[config.mk]
export PLATFORM = sky130hd
export DESIGN_NAME = serial_command_line_matcher
export DESIGN_NICKNAME = d
export VERILOG_FILES = /design/src/design/scl_pkg.sv /design/src/design/scl_parser.sv /design/src/design/serial_command_line_matcher.sv
export SDC_FILE = /design/constraint.sdc
export NUM_CORES = 1
export LEC_CHECK = 0
export BUFFER_PORTS_ARGS = -buffer_cell sky130_fd_sc_hd__buf_2
export CORE_ASPECT_RATIO = 1.75
export CORE_MARGIN = 10
export CORE_UTILIZATION = 51
export CTS_BUF_LIST = sky130_fd_sc_hd__clkbuf_8
export DETAILED_ROUTE_END_ITERATION = 16
export GPL_ROUTABILITY_DRIVEN = 0
export PLACE_DENSITY = 0.7
export SLEW_MARGIN = 20
export SYNTH_ARGS = -nofsm -noshare
export SYNTH_HDL_FRONTEND = slang
export SYNTH_SLANG_ARGS = --single-unit
[constraint.sdc]
create_clock -name clock -period 4.8 [get_ports clock]
set_clock_uncertainty 0.1 [all_clocks]
set_input_delay 0.24 -clock clock [delete_from_list [all_inputs] [get_ports clock]]
set_output_delay 0.24 -clock clock [all_outputs]
set_load 0.01 [all_outputs]
[src/design/scl_pkg.sv]
// Shared types, keyword tables and matching functions for the command line matcher.
`default_nettype none
package scl_pkg;

   typedef enum logic [3:0] {
      OUT_LED_ON     = 4'd0,
      OUT_LED_OFF    = 4'd1,
      OUT_LED_TOGGLE = 4'd2,
      OUT_LED_USAGE  = 4'd3,
      OUT_BAD_ARG    = 4'd4,
      OUT_HELP       = 4'd5,
      OUT_VERSION    = 4'd6,
      OUT_UNKNOWN    = 4'd7,
      OUT_TOO_LONG   = 4'd8
   } outcome_type;

   typedef struct packed {
      logic        have;
      outcome_type outcome;
      logic        led_level;
   } result_type;

   localparam logic [7:0] CHAR_CR    = 8'h0D;
   localparam logic [7:0] CHAR_LF    = 8'h0A;
   localparam logic [7:0] CHAR_SPACE = 8'h20;
   localparam logic [7:0] CHAR_NUL   = 8'h00;

   // candidate bits: names bit0 led, bit1 help, bit2 ver; args bit0 on, bit1 off, bit2 toggle
   localparam int KEY_COUNT = 3;

   localparam logic [2:0] NAME_LEN [KEY_COUNT] = '{3'd3, 3'd4, 3'd3};
   localparam logic [2:0] ARG_LEN  [KEY_COUNT] = '{3'd2, 3'd3, 3'd6};

   localparam logic [7:0] NAME_TEXT [KEY_COUNT][8] = '{
      '{"l", "e", "d", 8'h00, 8'h00, 8'h00, 8'h00, 8'h00},
      '{"h", "e", "l", "p",   8'h00, 8'h00, 8'h00, 8'h00},
      '{"v", "e", "r", 8'h00, 8'h00, 8'h00, 8'h00, 8'h00}
   };
   localparam logic [7:0] ARG_TEXT [KEY_COUNT][8] = '{
      '{"o", "n", 8'h00, 8'h00, 8'h00, 8'h00, 8'h00, 8'h00},
      '{"o", "f", "f",   8'h00, 8'h00, 8'h00, 8'h00, 8'h00},
      '{"t", "o", "g",   "g",   "l",   "e",   8'h00, 8'h00}
   };

   // drop candidates whose character at pos differs from c
   function automatic logic [2:0] narrow_set(input logic [2:0] set, input logic sel_args,
                                             input logic [2:0] pos, input logic [7:0] c);
      logic [2:0] r;
      logic [2:0] len;
      logic [7:0] ch;
      r = set;
      for (int k = 0; k < KEY_COUNT; k++) begin
         len = sel_args ? ARG_LEN[k] : NAME_LEN[k];
         ch  = sel_args ? ARG_TEXT[k][pos] : NAME_TEXT[k][pos];
         if ((pos >= len) || (ch != c)) begin
            r[k] = 1'b0;
         end
      end
      return r;
   endfunction

   // keep candidates whose length equals the token length
   function automatic logic [2:0] finish_set(input logic [2:0] set, input logic sel_args,
                                             input logic [2:0] pos);
      logic [2:0] r;
      logic [2:0] len;
      r = set;
      for (int k = 0; k < KEY_COUNT; k++) begin
         len = sel_args ? ARG_LEN[k] : NAME_LEN[k];
         if (len != pos) begin
            r[k] = 1'b0;
         end
      end
      return r;
   endfunction

endpackage
`default_nettype wire

[src/design/scl_parser.sv]
// Line assembly, tokenizer, keyword matching and LED pin state.
`default_nettype none
module scl_parser #(
   parameter int LINE_MAX = 64
) (
   input  wire logic               clock,
   input  wire logic               reset,
   input  wire logic               word_take,
   input  wire logic [7:0]         word,
   output scl_pkg::result_type     result
);

   localparam int CW = $clog2(LINE_MAX);
   localparam logic [CW-1:0] COUNT_MAX = CW'(LINE_MAX - 1);

   logic [CW-1:0] char_count_ff, char_count_in;
   logic          overflow_ff, overflow_in;
   logic          text_ended_ff, text_ended_in;
   logic          in_token_ff, in_token_in;
   logic [1:0]    token_number_ff, token_number_in;
   logic [2:0]    token_position_ff, token_position_in;
   logic [2:0]    name_match_ff, name_match_in;
   logic [2:0]    arg_match_ff, arg_match_in;
   logic          led_pin_ff, led_pin_in;

   always_comb begin
      logic [1:0]           tn;
      logic [2:0]           nm;
      logic [2:0]           am;
      logic                 have;
      scl_pkg::outcome_type code;
      char_count_in     = char_count_ff;
      overflow_in       = overflow_ff;
      text_ended_in     = text_ended_ff;
      in_token_in       = in_token_ff;
      token_number_in   = token_number_ff;
      token_position_in = token_position_ff;
      name_match_in     = name_match_ff;
      arg_match_in      = arg_match_ff;
      led_pin_in        = led_pin_ff;
      tn   = token_number_ff;
      nm   = name_match_ff;
      am   = arg_match_ff;
      have = 1'b0;
      code = scl_pkg::OUT_LED_ON;

      if ((word == scl_pkg::CHAR_CR) || (word == scl_pkg::CHAR_LF)) begin
         if (overflow_ff) begin
            have = 1'b1;
            code = scl_pkg::OUT_TOO_LONG;
         end else if (char_count_ff != '0) begin
            if (!text_ended_ff && in_token_ff) begin
               if (tn == 2'd0) begin
                  nm = scl_pkg::finish_set(nm, 1'b0, token_position_ff);
               end else if (tn == 2'd1) begin
                  am = scl_pkg::finish_set(am, 1'b1, token_position_ff);
               end
               if (tn != 2'd3) begin
                  tn = tn + 2'd1;
               end
            end
            if (tn != 2'd0) begin
               have = 1'b1;
               if (nm[0]) begin
                  if (tn == 2'd1) begin
                     code = scl_pkg::OUT_LED_USAGE;
                  end else if (am[0]) begin
                     led_pin_in = 1'b0;
                     code = scl_pkg::OUT_LED_ON;
                  end else if (am[1]) begin
                     led_pin_in = 1'b1;
                     code = scl_pkg::OUT_LED_OFF;
                  end else if (am[2]) begin
                     led_pin_in = ~led_pin_ff;
                     code = scl_pkg::OUT_LED_TOGGLE;
                  end else begin
                     code = scl_pkg::OUT_BAD_ARG;
                  end
               end else if (nm[1]) begin
                  code = scl_pkg::OUT_HELP;
               end else if (nm[2]) begin
                  code = scl_pkg::OUT_VERSION;
               end else begin
                  code = scl_pkg::OUT_UNKNOWN;
               end
            end
         end
         char_count_in     = '0;
         overflow_in       = 1'b0;
         text_ended_in     = 1'b0;
         in_token_in       = 1'b0;
         token_number_in   = 2'd0;
         token_position_in = 3'd0;
         name_match_in     = 3'd0;
         arg_match_in      = 3'd0;
      end else if (char_count_ff < COUNT_MAX) begin
         char_count_in = char_count_ff + CW'(1);
         if (!text_ended_ff) begin
            if ((word == scl_pkg::CHAR_NUL) || (word == scl_pkg::CHAR_SPACE)) begin
               if (in_token_ff) begin
                  if (tn == 2'd0) begin
                     name_match_in = scl_pkg::finish_set(nm, 1'b0, token_position_ff);
                  end else if (tn == 2'd1) begin
                     arg_match_in = scl_pkg::finish_set(am, 1'b1, token_position_ff);
                  end
                  in_token_in = 1'b0;
                  if (tn != 2'd3) begin
                     token_number_in = tn + 2'd1;
                  end
               end
               if (word == scl_pkg::CHAR_NUL) begin
                  text_ended_in = 1'b1;
               end
            end else begin
               if (!in_token_ff) begin
                  if (tn == 2'd0) begin
                     nm = 3'b111;
                  end else if (tn == 2'd1) begin
                     am = 3'b111;
                  end
               end
               in_token_in = 1'b1;
               if (tn == 2'd0) begin
                  name_match_in = scl_pkg::narrow_set(nm, 1'b0,
                     in_token_ff ? token_position_ff : 3'd0, word);
               end else if (tn == 2'd1) begin
                  arg_match_in = scl_pkg::narrow_set(am, 1'b1,
                     in_token_ff ? token_position_ff : 3'd0, word);
               end
               if (!in_token_ff) begin
                  token_position_in = 3'd1;
               end else if (token_position_ff != 3'd7) begin
                  token_position_in = token_position_ff + 3'd1;
               end
            end
         end
      end else begin
         overflow_in = 1'b1;
      end

      result.have      = have;
      result.outcome   = code;
      result.led_level = led_pin_in;
   end

   always_ff @(posedge clock) begin
      if (reset) begin
         char_count_ff     <= '0;
         overflow_ff       <= 1'b0;
         text_ended_ff     <= 1'b0;
         in_token_ff       <= 1'b0;
         token_number_ff   <= 2'd0;
         token_position_ff <= 3'd0;
         name_match_ff     <= 3'd0;
         arg_match_ff      <= 3'd0;
         led_pin_ff        <= 1'b1;
      end else if (word_take) begin
         char_count_ff     <= char_count_in;
         overflow_ff       <= overflow_in;
         text_ended_ff     <= text_ended_in;
         in_token_ff       <= in_token_in;
         token_number_ff   <= token_number_in;
         token_position_ff <= token_position_in;
         name_match_ff     <= name_match_in;
         arg_match_ff      <= arg_match_in;
         led_pin_ff        <= led_pin_in;
      end
   end

endmodule
`default_nettype wire

[src/design/serial_command_line_matcher.sv]
// Top level of the serial command line matcher: handshakes and result register.
`default_nettype none
// Takes one received byte per cycle on req_ and assembles lines ended by CR or LF,
// at most LINE_MAX-1 characters. The first token is matched against led, help and
// ver, the second against on, off and toggle; at each line end after a token or an
// overflow one word appears on rsp_ with the outcome code and the active-low LED
// level, in the cycle after the line-end byte is taken. Each taken byte updates
// the line state; req_ready drops only while a result waits and rsp_ready is low.
module serial_command_line_matcher #(
   parameter int LINE_MAX = 64
) (
   input  wire logic       clock,
   input  wire logic       reset,
   input  wire logic       req_valid,
   output logic            req_ready,
   input  wire logic [7:0] req_rx_byte,
   output logic            rsp_valid,
   input  wire logic       rsp_ready,
   output logic [3:0]      rsp_outcome,
   output logic            rsp_led_level
);

   scl_pkg::result_type result;
   logic                take;
   logic                rsp_valid_ff;
   logic [3:0]          rsp_outcome_ff;
   logic                rsp_led_level_ff;

   assign req_ready = !rsp_valid_ff || rsp_ready;
   assign take      = req_valid && req_ready;

   scl_parser #(
      .LINE_MAX (LINE_MAX)
   ) u_parser (
      .clock     (clock),
      .reset     (reset),
      .word_take (take),
      .word      (req_rx_byte),
      .result    (result)
   );

   always_ff @(posedge clock) begin
      if (reset) begin
         rsp_valid_ff <= 1'b0;
      end else if (take && result.have) begin
         rsp_valid_ff <= 1'b1;
      end else if (rsp_ready) begin
         rsp_valid_ff <= 1'b0;
      end
   end

   always_ff @(posedge clock) begin
      if (take && result.have) begin
         rsp_outcome_ff   <= 4'(result.outcome);
         rsp_led_level_ff <= result.led_level;
      end
   end

   assign rsp_valid     = rsp_valid_ff;
   assign rsp_outcome   = rsp_outcome_ff;
   assign rsp_led_level = rsp_led_level_ff;

endmodule
`default_nettype wire

==> results.json, run 1 <==
{
  "startpoint_type": "flop",
  "fmaxAchievable_mhz": 381.5,
  "highest_layer": "met4",
  "antenna_found_initial": 0,
  "routedWlPerCell_um": 16.47,
  "met2WireLength_um": 2837,
  "synth-adder-area-share_pct": 6.908,
  "via_count": 2055,
  "design.core.area_um2": 4150,
  "yosys.area_share.xor_xnor_pct": 6.045,
  "setup_viol_count_final": 0,
  "worstSetupPathType": "flop to flop",
  "cts_hold_buffers": 0,
  "n_antenna_cell": 0,
  "synth_top_area_cell": "dfxtp_1",
  "clk_pin_slew_ns": 0.09,
  "finalInstanceArea_um2": 2307,
  "clockRootBuffer": "clkbuf_8",
  "critical_path_arrival_ns": 2.73,
  "power.total_uw": 444.5,
  "power_density_nw_per_um2": 192.7,
  "fin_tns_setup_ns": 0,
  "initial_core_util_pct": 52.37,
  "rsz0062_at_grt": "false",
  "maxSlewHeadroom_pct": 63.92,
  "drc": 0,
  "avgSynthCellArea_um2": 8.020,
  "io_buffers": 18,
  "synth_nets": 295,
  "p_clk_share_pct": 29.5,
  "min_period_ns": 2.621,
  "grt_max_degree": 17,
  "synthFlopType": "dfxtp_1",
  "cp-end-kind": "flop",
  "area_delta_synth_final_pct": 6.160,
  "cts_setup_buffers": 0,
  "row_count": 31,
  "p_leak_nw": 0.9161,
  "routed_wl_um": 5420,
  "worstPathMaxFanout": 16,
  "ir_drop_mv": 0.1313,
  "required_ns": 4.91,
  "synth_top_area_share_pct": 20.26,
  "seq_power_share_pct": 54.0,
  "numCtsBuffers": 3,
  "whs_ns": 0.2300,
  "synthArstFlopShare_pct": 0,
  "drt_first_pass_iters": 4,
  "met1Wirelength_um": 2119,
  "grt_pass1_wl_um": 9101,
  "ant_nets": 0,
  "die_area_um2": 7375,
  "p_int_uw": 319.6,
  "synth_top_family_by_area": "simple AND/OR/NAND/NOR gates",
  "pin_count": 19,
  "cts.htree.levels": 1,
  "drv_cap": 0,
  "synth-simple-area-share_pct": 29.59,
  "p_switching_uw": 125.0,
  "clock_sinks": 27,
  "synth_edf_count": 5,
  "placed_cell_area_um2": 2261,
  "dp_hpwl_um": 4335,
  "hold_path.class": "input port to flop",
  "overflow": 0,
  "synthMuxAreaShare_pct": 1.900,
  "drive_above_1_share_pct": 12.14,
  "p_sw_share_pct": 28.11,
  "layout.nets": 305,
  "status": "finished clean",
  "synthTopCellsByArea": "dfxtp_1 (20%), edfxtp_1 (6.9%), ha_1 (6.9%)",
  "drv_slew": 0,
  "synth-compound-area-share_pct": 23.03,
  "n_fill_cell": 423,
  "ys_types": 63,
  "met3_length_um": 215,
  "via_per_inst": 6.246,
  "die_h_um": 106.4,
  "ys_warn_count": 0,
  "grt.total_usage_pct": 14.54,
  "cts_buffer_depth": 2,
  "clk_latency_ns": 0.28,
  "first_global_vias": 2003,
  "tightest_slew_ns": 0.5355,
  "ys_seq_elements": 27,
  "synthCells": 271,
  "yosysSeqAreaShare_pct": 27.17,
  "synth_area_um2": 2173,
  "die_w_um": 69.35,
  "cts_tree": "done",
  "hold_viol": 0,
  "share_comb_of_total_power_pct": 16.5,
  "cts_resized": 0,
  "drt-initial-drc-count": 65,
  "period_share_pct": 54.61
}
-- cell usage in the layout (no fill, tap or decap), drive strengths merged, types with 4 or more instances in the layout --
| cell | netlist | routed |
|---|---|---|
| nor2 | 32 | 32 |
| and2 | 5 | 5 |
| nor4 | 6 | 6 |
| nand2 | 23 | 23 |
| a21oi | 21 | 21 |
| nor3 | 9 | 9 |
| or3 | 4 | 4 |
| o21ai | 12 | 12 |
| ha | 12 | 12 |
| and3 | 4 | 4 |
| edfxtp | 5 | 5 |
| nand3 | 4 | 4 |
| nand2b | 9 | 9 |
| dfxtp | 22 | 22 |
| nand4b | 4 | 4 |
| inv | 14 | 14 |
| a31oi | 8 | 8 |
| buf | 7 | 18 |
| xor2 | 7 | 7 |
| xnor2 | 8 | 8 |
| nor2b | 4 | 4 |
-- power groups by stage --
stage                     Sequential, mW  Combinational [mW]  Clock, mW
final                              0.240              0.0733      0.131
after global routing               0.241              0.0812      0.142
after CTS                          0.240              0.0729      0.134
after detailed placement           0.245              0.0728          0
after global placement             0.245              0.0726          0
after floorplan                    0.243              0.0554          0
-- cells by family after synthesis --
kind of cell,count (synthesis)
AOI/OAI and AO/OA,70
xor gates and xnor gates,15
adders and majority gates,12
buffers and inverters,27
DFF,27
muxes,4
and+or+nand+nor,116
-- synthesized netlist by cell type (2+ instances only) --
library cell,number
o211ai_1,3
and3_1,4
nor2b_1,4
or3_1,4
nand4b_1,4
a31oi_1,8
nor4_1,6
nor2_2,2
nor3_1,8
o22ai_1,2
edfxtp_1,5
xnor2_1,8
ha_1,12
a32oi_1,3
or4_1,3
nor2_1,30
and2_1,4
clkbuf_1,6
mux2i_1,3
inv_1,14
buf_2,6
xor2_1,7
nand3_1,4
nand2b_1,9
a21oi_1,21
a211oi_1,2
a22oi_1,2
nand2_1,22
o21ai_0,10
dfxtp_1,22
-- critical path: stages (launching register included) --
cell and delay [ns]:
dfxtp_1 0.67, nand2_1 0.22, ha_1 0.38, nor4b_1 0.35, a31oi_1 0.07, o32ai_1 0.13
nor2b_1 0.30, nand2_1 0.11, a221oi_2 0.22
-- cell type report --
| class | instances | area [um^2] | area share [%] |
|---|---|---|---|
| tap | 49 | 61.31 | 2.657 |
| inverter | 14 | 52.55 | 2.278 |
| clock buffer | 3 | 41.29 | 1.790 |
| timing repair buffer | 18 | 90.09 | 3.905 |
| multi-input combinational | 217 | 1466 | 63.56 |
| clock inverter | 1 | 5.005 | 0.2169 |
| sequential | 27 | 590.6 | 25.60 |
-- per-layer routing --
layer / vias to the layer above / global-route usage (%)
li1: 1009 / -
met1: 968 / 14.02
met2: 59 / 27.82
met3: 19 / 1.583
met4: 0 / 9.827
met5: - / 0
-- flip-flops by register name (all words and copies together), names as in the netlist --
name and count:
rsp_led_level 1, rsp_valid 1, u_parser.arg_match_ff 3, u_parser.token_position_ff 3
u_parser.overflow_ff 1, u_parser.char_count_ff 6, u_parser.name_match_ff 3, rsp_outcome 4
u_parser.in_token_ff 1, u_parser.token_number_ff 2, u_parser.led_pin_ff 1, u_parser.text_ended_ff 1
-- path summary, 6_finish.rpt --
kind | from | end | slack (ns) | depth (start not counted)
worst min-delay path | reset | u_parser.token_position_ff[1] | 0.23 | 2
worst max-delay path | u_parser.in_token_ff | u_parser.arg_match_ff[1] | 2.18 | 8
worst min register to register | u_parser.arg_match_ff[1] | u_parser.arg_match_ff[1] | 0.39 | 2
worst max register to register | u_parser.in_token_ff | u_parser.arg_match_ff[1] | 2.18 | 8
-- through the flow --
| step | worst slack (ns) | instances | utilization (%) |
|---|---|---|---|
| 2_1_floorplan | 2.461 | 271 | - |
| 3_3_place_gp | 2.239 | 325 | 54.48 |
| 3_5_place_dp | 2.217 | 325 | 54.48 |
| 4_1_cts | 2.200 | 329 | 55.59 |
| 5_1_grt | 1.907 | 329 | 55.59 |
| 6_report | 2.179 | 329 | 55.59 |
No activity file was read; power rests on OpenSTA's default activity.
==> run 2, diff against run 1 <==
PLACE_DENSITY = 0.73   (was 0.7)
clock period = 2.1 ns   (was 4.8 ns; I/O delays follow)
==> run 2 against run 1 <==
- the flow now finishes with violations (negative setup slack)
- critical endpoint is now u_parser.name_match_ff[1]
- first-iteration DRC count increased by 69%
- core utilization increased by 6.8 points
- combinational power rose to 2.9 times the previous value
- sequential cell count unchanged
- critical path type unchanged
==> results.json, run 2 (synthesis results as in run 1) <==
{
  "cp_top_family": "simple AND/OR/NAND/NOR gates",
  "power.total_mw": 1.061,
  "rr_endpoint": "u_parser.name_match_ff[1]",
  "reg2reg_slack_ns": -0.11,
  "met3_length_um": 371,
  "maxSlewHeadroom_pct": 66.91,
  "ant_nets": 0,
  "overflow": 0,
  "antenna_found_initial": 0,
  "highest_layer": "met4",
  "layout.nets": 325,
  "critPathSlowestCell": "or4_4",
  "met1Wirelength_um": 2173,
  "placedCellCount": 345,
  "grt.total_usage_pct": 15.66,
  "routed_wl_um": 6166,
  "grt_max_degree": 16,
  "period_share_pct": 105.3,
  "drc": 0,
  "pin_count": 19,
  "startpoint": "u_parser.in_token_ff",
  "via_count": 2189,
  "cts_buffer_depth": 2,
  "finalInstanceArea_um2": 2590,
  "numCtsBuffers": 3,
  "critical_path_arrival_ns": 2.26,
  "worstPathMaxFanout": 4,
  "via_per_inst": 6.272,
  "grt_pass1_wl_um": 9832,
  "final-seq-area_um2": 598.1,
  "die_h_um": 106.4,
  "clockRootBuffer": "clkbuf_8",
  "rsz0062_at_grt": "true",
  "status": "finished with violations",
  "cts_tree": "done",
  "n_fill_cell": 387,
  "r2r_cells": 9,
  "startpoint_type": "flop",
  "die_w_um": 69.35,
  "dp_hpwl_um": 4880,
  "drv_slew": 0,
  "ir_drop_mv": 0.3868,
  "placed_cell_area_um2": 2434,
  "fmaxAchievable_mhz": 452.2,
  "drive_above_1_share_pct": 25.33,
  "fin_cells": 349,
  "design.core.area_um2": 4150,
  "largest_reg_flops": 6,
  "p_leak_nw": 1.036,
  "io_buffers": 18,
  "timing.final.ws_setup_ns": -0.1116,
  "clk_latency_ns": 0.28,
  "final_cell_mix": "nor2_1 (30), nand2_1 (20), a21oi_1 (20), buf_4 (20)",
  "multi_input_area_um2": 1588,
  "area_delta_synth_final_pct": 19.17,
  "cp-end-kind": "flop",
  "setup_viol_count_final": 1,
  "cpPeakStageDelay_ns": 0.53,
  "cts_hold_buffers": 0,
  "crit_end": "u_parser.name_match_ff[1]",
  "drt-initial-drc-count": 110,
  "crit_buf_inv": 1,
  "whs_ns": 0.1082,
  "worst-path-stages": 9,
  "path_cells": "nand2_4, inv_4, ha_4, xor2_1, or4_4, nor4_4, nand3_1, a21oi_2, a211oi_1",
  "drt_first_pass_iters": 4,
  "initial_core_util_pct": 52.37,
  "fin_tns_setup_ns": -0.1116,
  "clk_pin_slew_ns": 0.10,
  "worstSetupPathType": "flop to flop",
  "hold_viol": 0,
  "r2r_start": "u_parser.in_token_ff",
  "largest_register": "u_parser.char_count_ff",
  "met2WireLength_um": 3184,
  "cts.htree.levels": 1,
  "min_period_ns": 2.212,
  "first_global_vias": 2202,
  "required_ns": 2.15,
  "row_count": 31,
  "power_density_nw_per_um2": 409.5,
  "layout_commonest_cell": "nor2_1",
  "clock_sinks": 27,
  "routedWlPerCell_um": 17.67,
  "tightest_slew_ns": 0.4961,
  "die_area_um2": 7375,
  "hold_path.class": "input port to flop",
  "n_antenna_cell": 0,
  "drv_cap": 0,
  "violations": "negative setup slack"
}
[run 2: worst min-delay path by stage]
stage | start | end | slack, ns | cells after the start
2_1_floorplan | reset | u_parser.arg_match_ff[1] | 0.07 | 1
3_3_place_gp | u_parser.arg_match_ff[1] | u_parser.arg_match_ff[1] | 0.38 | 2
6_report | reset | u_parser.char_count_ff[1] | 0.11 | 2
4_1_cts | reset | u_parser.char_count_ff[1] | 0.09 | 2
5_1_grt | reset | u_parser.token_position_ff[0] | 0.14 | 2
3_5_place_dp | reset | u_parser.token_position_ff[0] | 0.38 | 2
[run 2: metrics by stage]
step | utilization (%) | worst slack [ns]
floorplan | - | -0.002174
global placement | 58.64 | 0.02135
detailed placement | 58.64 | -0.05241
CTS | 59.90 | -0.02068
global route | 62.41 | -0.2306
finish | 62.41 | -0.1116
[run 2: layout make-up]
type	count	area share [%]
Multi-Input combinational cell	217	61.30
Timing Repair Buffer	38	9.275
Clock buffer	3	1.594
Sequential cell	27	23.09
Tap cell	49	2.367
Inverter	14	2.222
Clock inverter	1	0.1449
[run 2: metal layers]
layer / track usage [%] / vias up
met3: 3.166 / 35
met4: 13.15 / 0
met5: 0 / -
met2: 28.81 / 84
met1: 14.23 / 1024
li1: - / 1046
[run 2: timing repair]
| item | CTS | global route |
|---|---|---|
| setup endpoints to repair | 2 | 7 |
| setup buffers | 0 | 0 |
| gates cloned | 0 | 0 |
| pin swaps | 0 | 8 |
| gates resized for setup | 2 | 24 |
[run 2: power by group]
group / switching, mW / leakage, nW / internal, mW
sequential: 0.0114 / 0.239 / 0.534
clock: 0.169 / 0.0269 / 0.131
combinational: 0.128 / 0.771 / 0.0862
total: 0.309 / 1.04 / 0.752
==> run 3, diff against run 2 <==
REMOVE_ABC_BUFFERS = 1   (was unset)
==> run 3 against run 2 <==
- the run still ends with negative setup slack left
- die area did not move
- via count fell by 0.87%
- clock power barely moved
- sequential power barely moved
- critical path depth did not move
==> results.json, run 3 (synthesis results as in run 1) <==
{
  "status": "finished with violations",
  "violations": "negative setup slack",
  "area_delta_synth_final_pct": 18.02,
  "antenna_found_initial": 0,
  "setup_viol_count_final": 1,
  "overflow": 0,
  "rsz0062_at_grt": "true",
  "drc": 0,
  "worstSetupPathType": "flop to flop",
  "p_clk_share_pct": 28.6,
  "path_cells": "nand2_4, inv_2, ha_4, xor2_1, or4_4, nor4_4, nand3_1, a21oi_2, a211oi_1",
  "cpPeakStageDelay_ns": 0.50,
  "seq_power_share_pct": 51.6,
  "worstPathMaxFanout": 3,
  "cp_top_family": "simple AND/OR/NAND/NOR gates",
  "cp-end-kind": "flop",
  "grt_max_degree": 16,
  "cts.htree.levels": 1,
  "final_core_util_pct": 61.80,
  "required_ns": 2.15,
  "final_cell_mix": "nor2_1 (30), a21oi_1 (20), nand2_1 (19), dfxtp_1 (19)",
  "maxSlewHeadroom_pct": 70.43,
  "die_h_um": 106.4,
  "die_w_um": 69.35,
  "grt_use_met3_pct": 2.235,
  "ant_nets": 0,
  "hold_path.class": "input port to flop",
  "placedCellCount": 343,
  "numCtsBuffers": 3,
  "crit_buf_inv": 1,
  "drv_slew": 0,
  "tightest_slew_ns": 0.4394,
  "period_share_pct": 102.6,
  "io_buffers": 18,
  "timing.final.ws_setup_ns": -0.05452,
  "first_global_vias": 2294,
  "critical_path_arrival_ns": 2.21,
  "grt_pass1_wl_um": 9901,
  "fin_tns_setup_ns": -0.05452,
  "clock_sinks": 27,
  "p_sw_share_pct": 28.96,
  "reg2reg_slack_ns": -0.05,
  "via_count": 2170,
  "largest_reg_flops": 6,
  "initial_core_util_pct": 52.37,
  "p_int_uw": 750.0,
  "fmaxAchievable_mhz": 464.1,
  "layout.nets": 324,
  "drt-initial-drc-count": 101,
  "largest_register": "u_parser.char_count_ff",
  "dp_hpwl_um": 4704,
  "fin_cells": 348,
  "pin_count": 19,
  "drive_above_1_share_pct": 25.42,
  "power.total_mw": 1.056,
  "clockRootBuffer": "clkbuf_8",
  "cts_hold_buffers": 0,
  "via_per_inst": 6.236,
  "n_fill_cell": 383,
  "n_antenna_cell": 0,
  "layout_commonest_cell": "nor2_1",
  "busiest_layer": "met2",
  "grt.total_usage_pct": 15.53,
  "cts_buffer_depth": 2,
  "routedWlPerCell_um": 17.53,
  "grt_use_met2_pct": 29.99,
  "row_count": 31,
  "cts_tree": "done",
  "drv_cap": 0,
  "whs_ns": 0.1092,
  "met1_usage_pct": 14.21,
  "power_density_nw_per_um2": 411.6,
  "ir_drop_mv": 0.3786,
  "critPathSlowestCell": "or4_4",
  "hold_viol": 0,
  "startpoint_type": "flop",
  "p_leak_nw": 1.026,
  "drt_first_pass_iters": 4,
  "p_switching_uw": 305.7,
  "min_period_ns": 2.155,
  "clk_latency_ns": 0.28,
  "routed_wl_um": 6099,
  "design.core.area_um2": 4150,
  "die_area_um2": 7375,
  "share_comb_of_total_power_pct": 19.8,
  "clk_pin_slew_ns": 0.10
}
## run 3: cell count changes in the layout (fill, tap and decap cells not counted), sizes merged
| cell | change |
|---|---|
| clkinv | +1 |
| inv | -1 |
| buf | -1 |
## run 3: repair_timing
action                                  4_1_cts  5_1_grt
pin swaps                                     1        9
gates resized for setup                       5       27
buffers inserted                              0        1
endpoints found under the setup margin        4        9
## run 3: worst paths after layout
check / start / end / cells after the start
worst max-delay path: u_parser.in_token_ff / u_parser.name_match_ff[1] / 9
worst min-delay path: reset / u_parser.token_number_ff[1] / 2
worst max register to register: u_parser.in_token_ff / u_parser.name_match_ff[1] / 9
worst min register to register: u_parser.arg_match_ff[1] / u_parser.arg_match_ff[1] / 2
## run 3: cell type report
cell class                 instances  area [um^2]  share of cell area, %
clock inverter                     1        5.005                 0.1951
multi-input combinational        217         1572                  61.27
timing repair buffer              37        236.5                  9.220
sequential                        27        596.8                  23.27
inverter                          14        52.55                  2.049
tap                               49        61.31                  2.390
clock buffer                       3        41.29                  1.610
## run 3: power groups by stage
| stage | Sequential [mW] | Clock, mW | Combinational (mW) |
|---|---|---|---|
| 6_report | 0.545 | 0.302 | 0.209 |
| 5_1_grt | 0.546 | 0.325 | 0.230 |
| 4_1_cts | 0.542 | 0.310 | 0.194 |
| 3_5_place_dp | 0.554 | 0 | 0.191 |
| 3_3_place_gp | 0.553 | 0 | 0.188 |
| 2_1_floorplan | 0.557 | 0 | 0.105 |
## run 3: per-layer routing
layer,up-vias,share of wire [%]
met1,1029,36
met4,0,4.4
met3,21,4.3
li1,1038,-
met2,82,56
met5,-,0
## run 3: per-stage QoR
step                      worst slack, ns  instance area, um^2
after floorplan                   -0.2390                 2110
after global placement           0.004091                 2396
after detailed placement          -0.1019                 2396
after CTS                        -0.05838                 2462
after global routing              -0.1750                 2565
final                            -0.05452                 2565
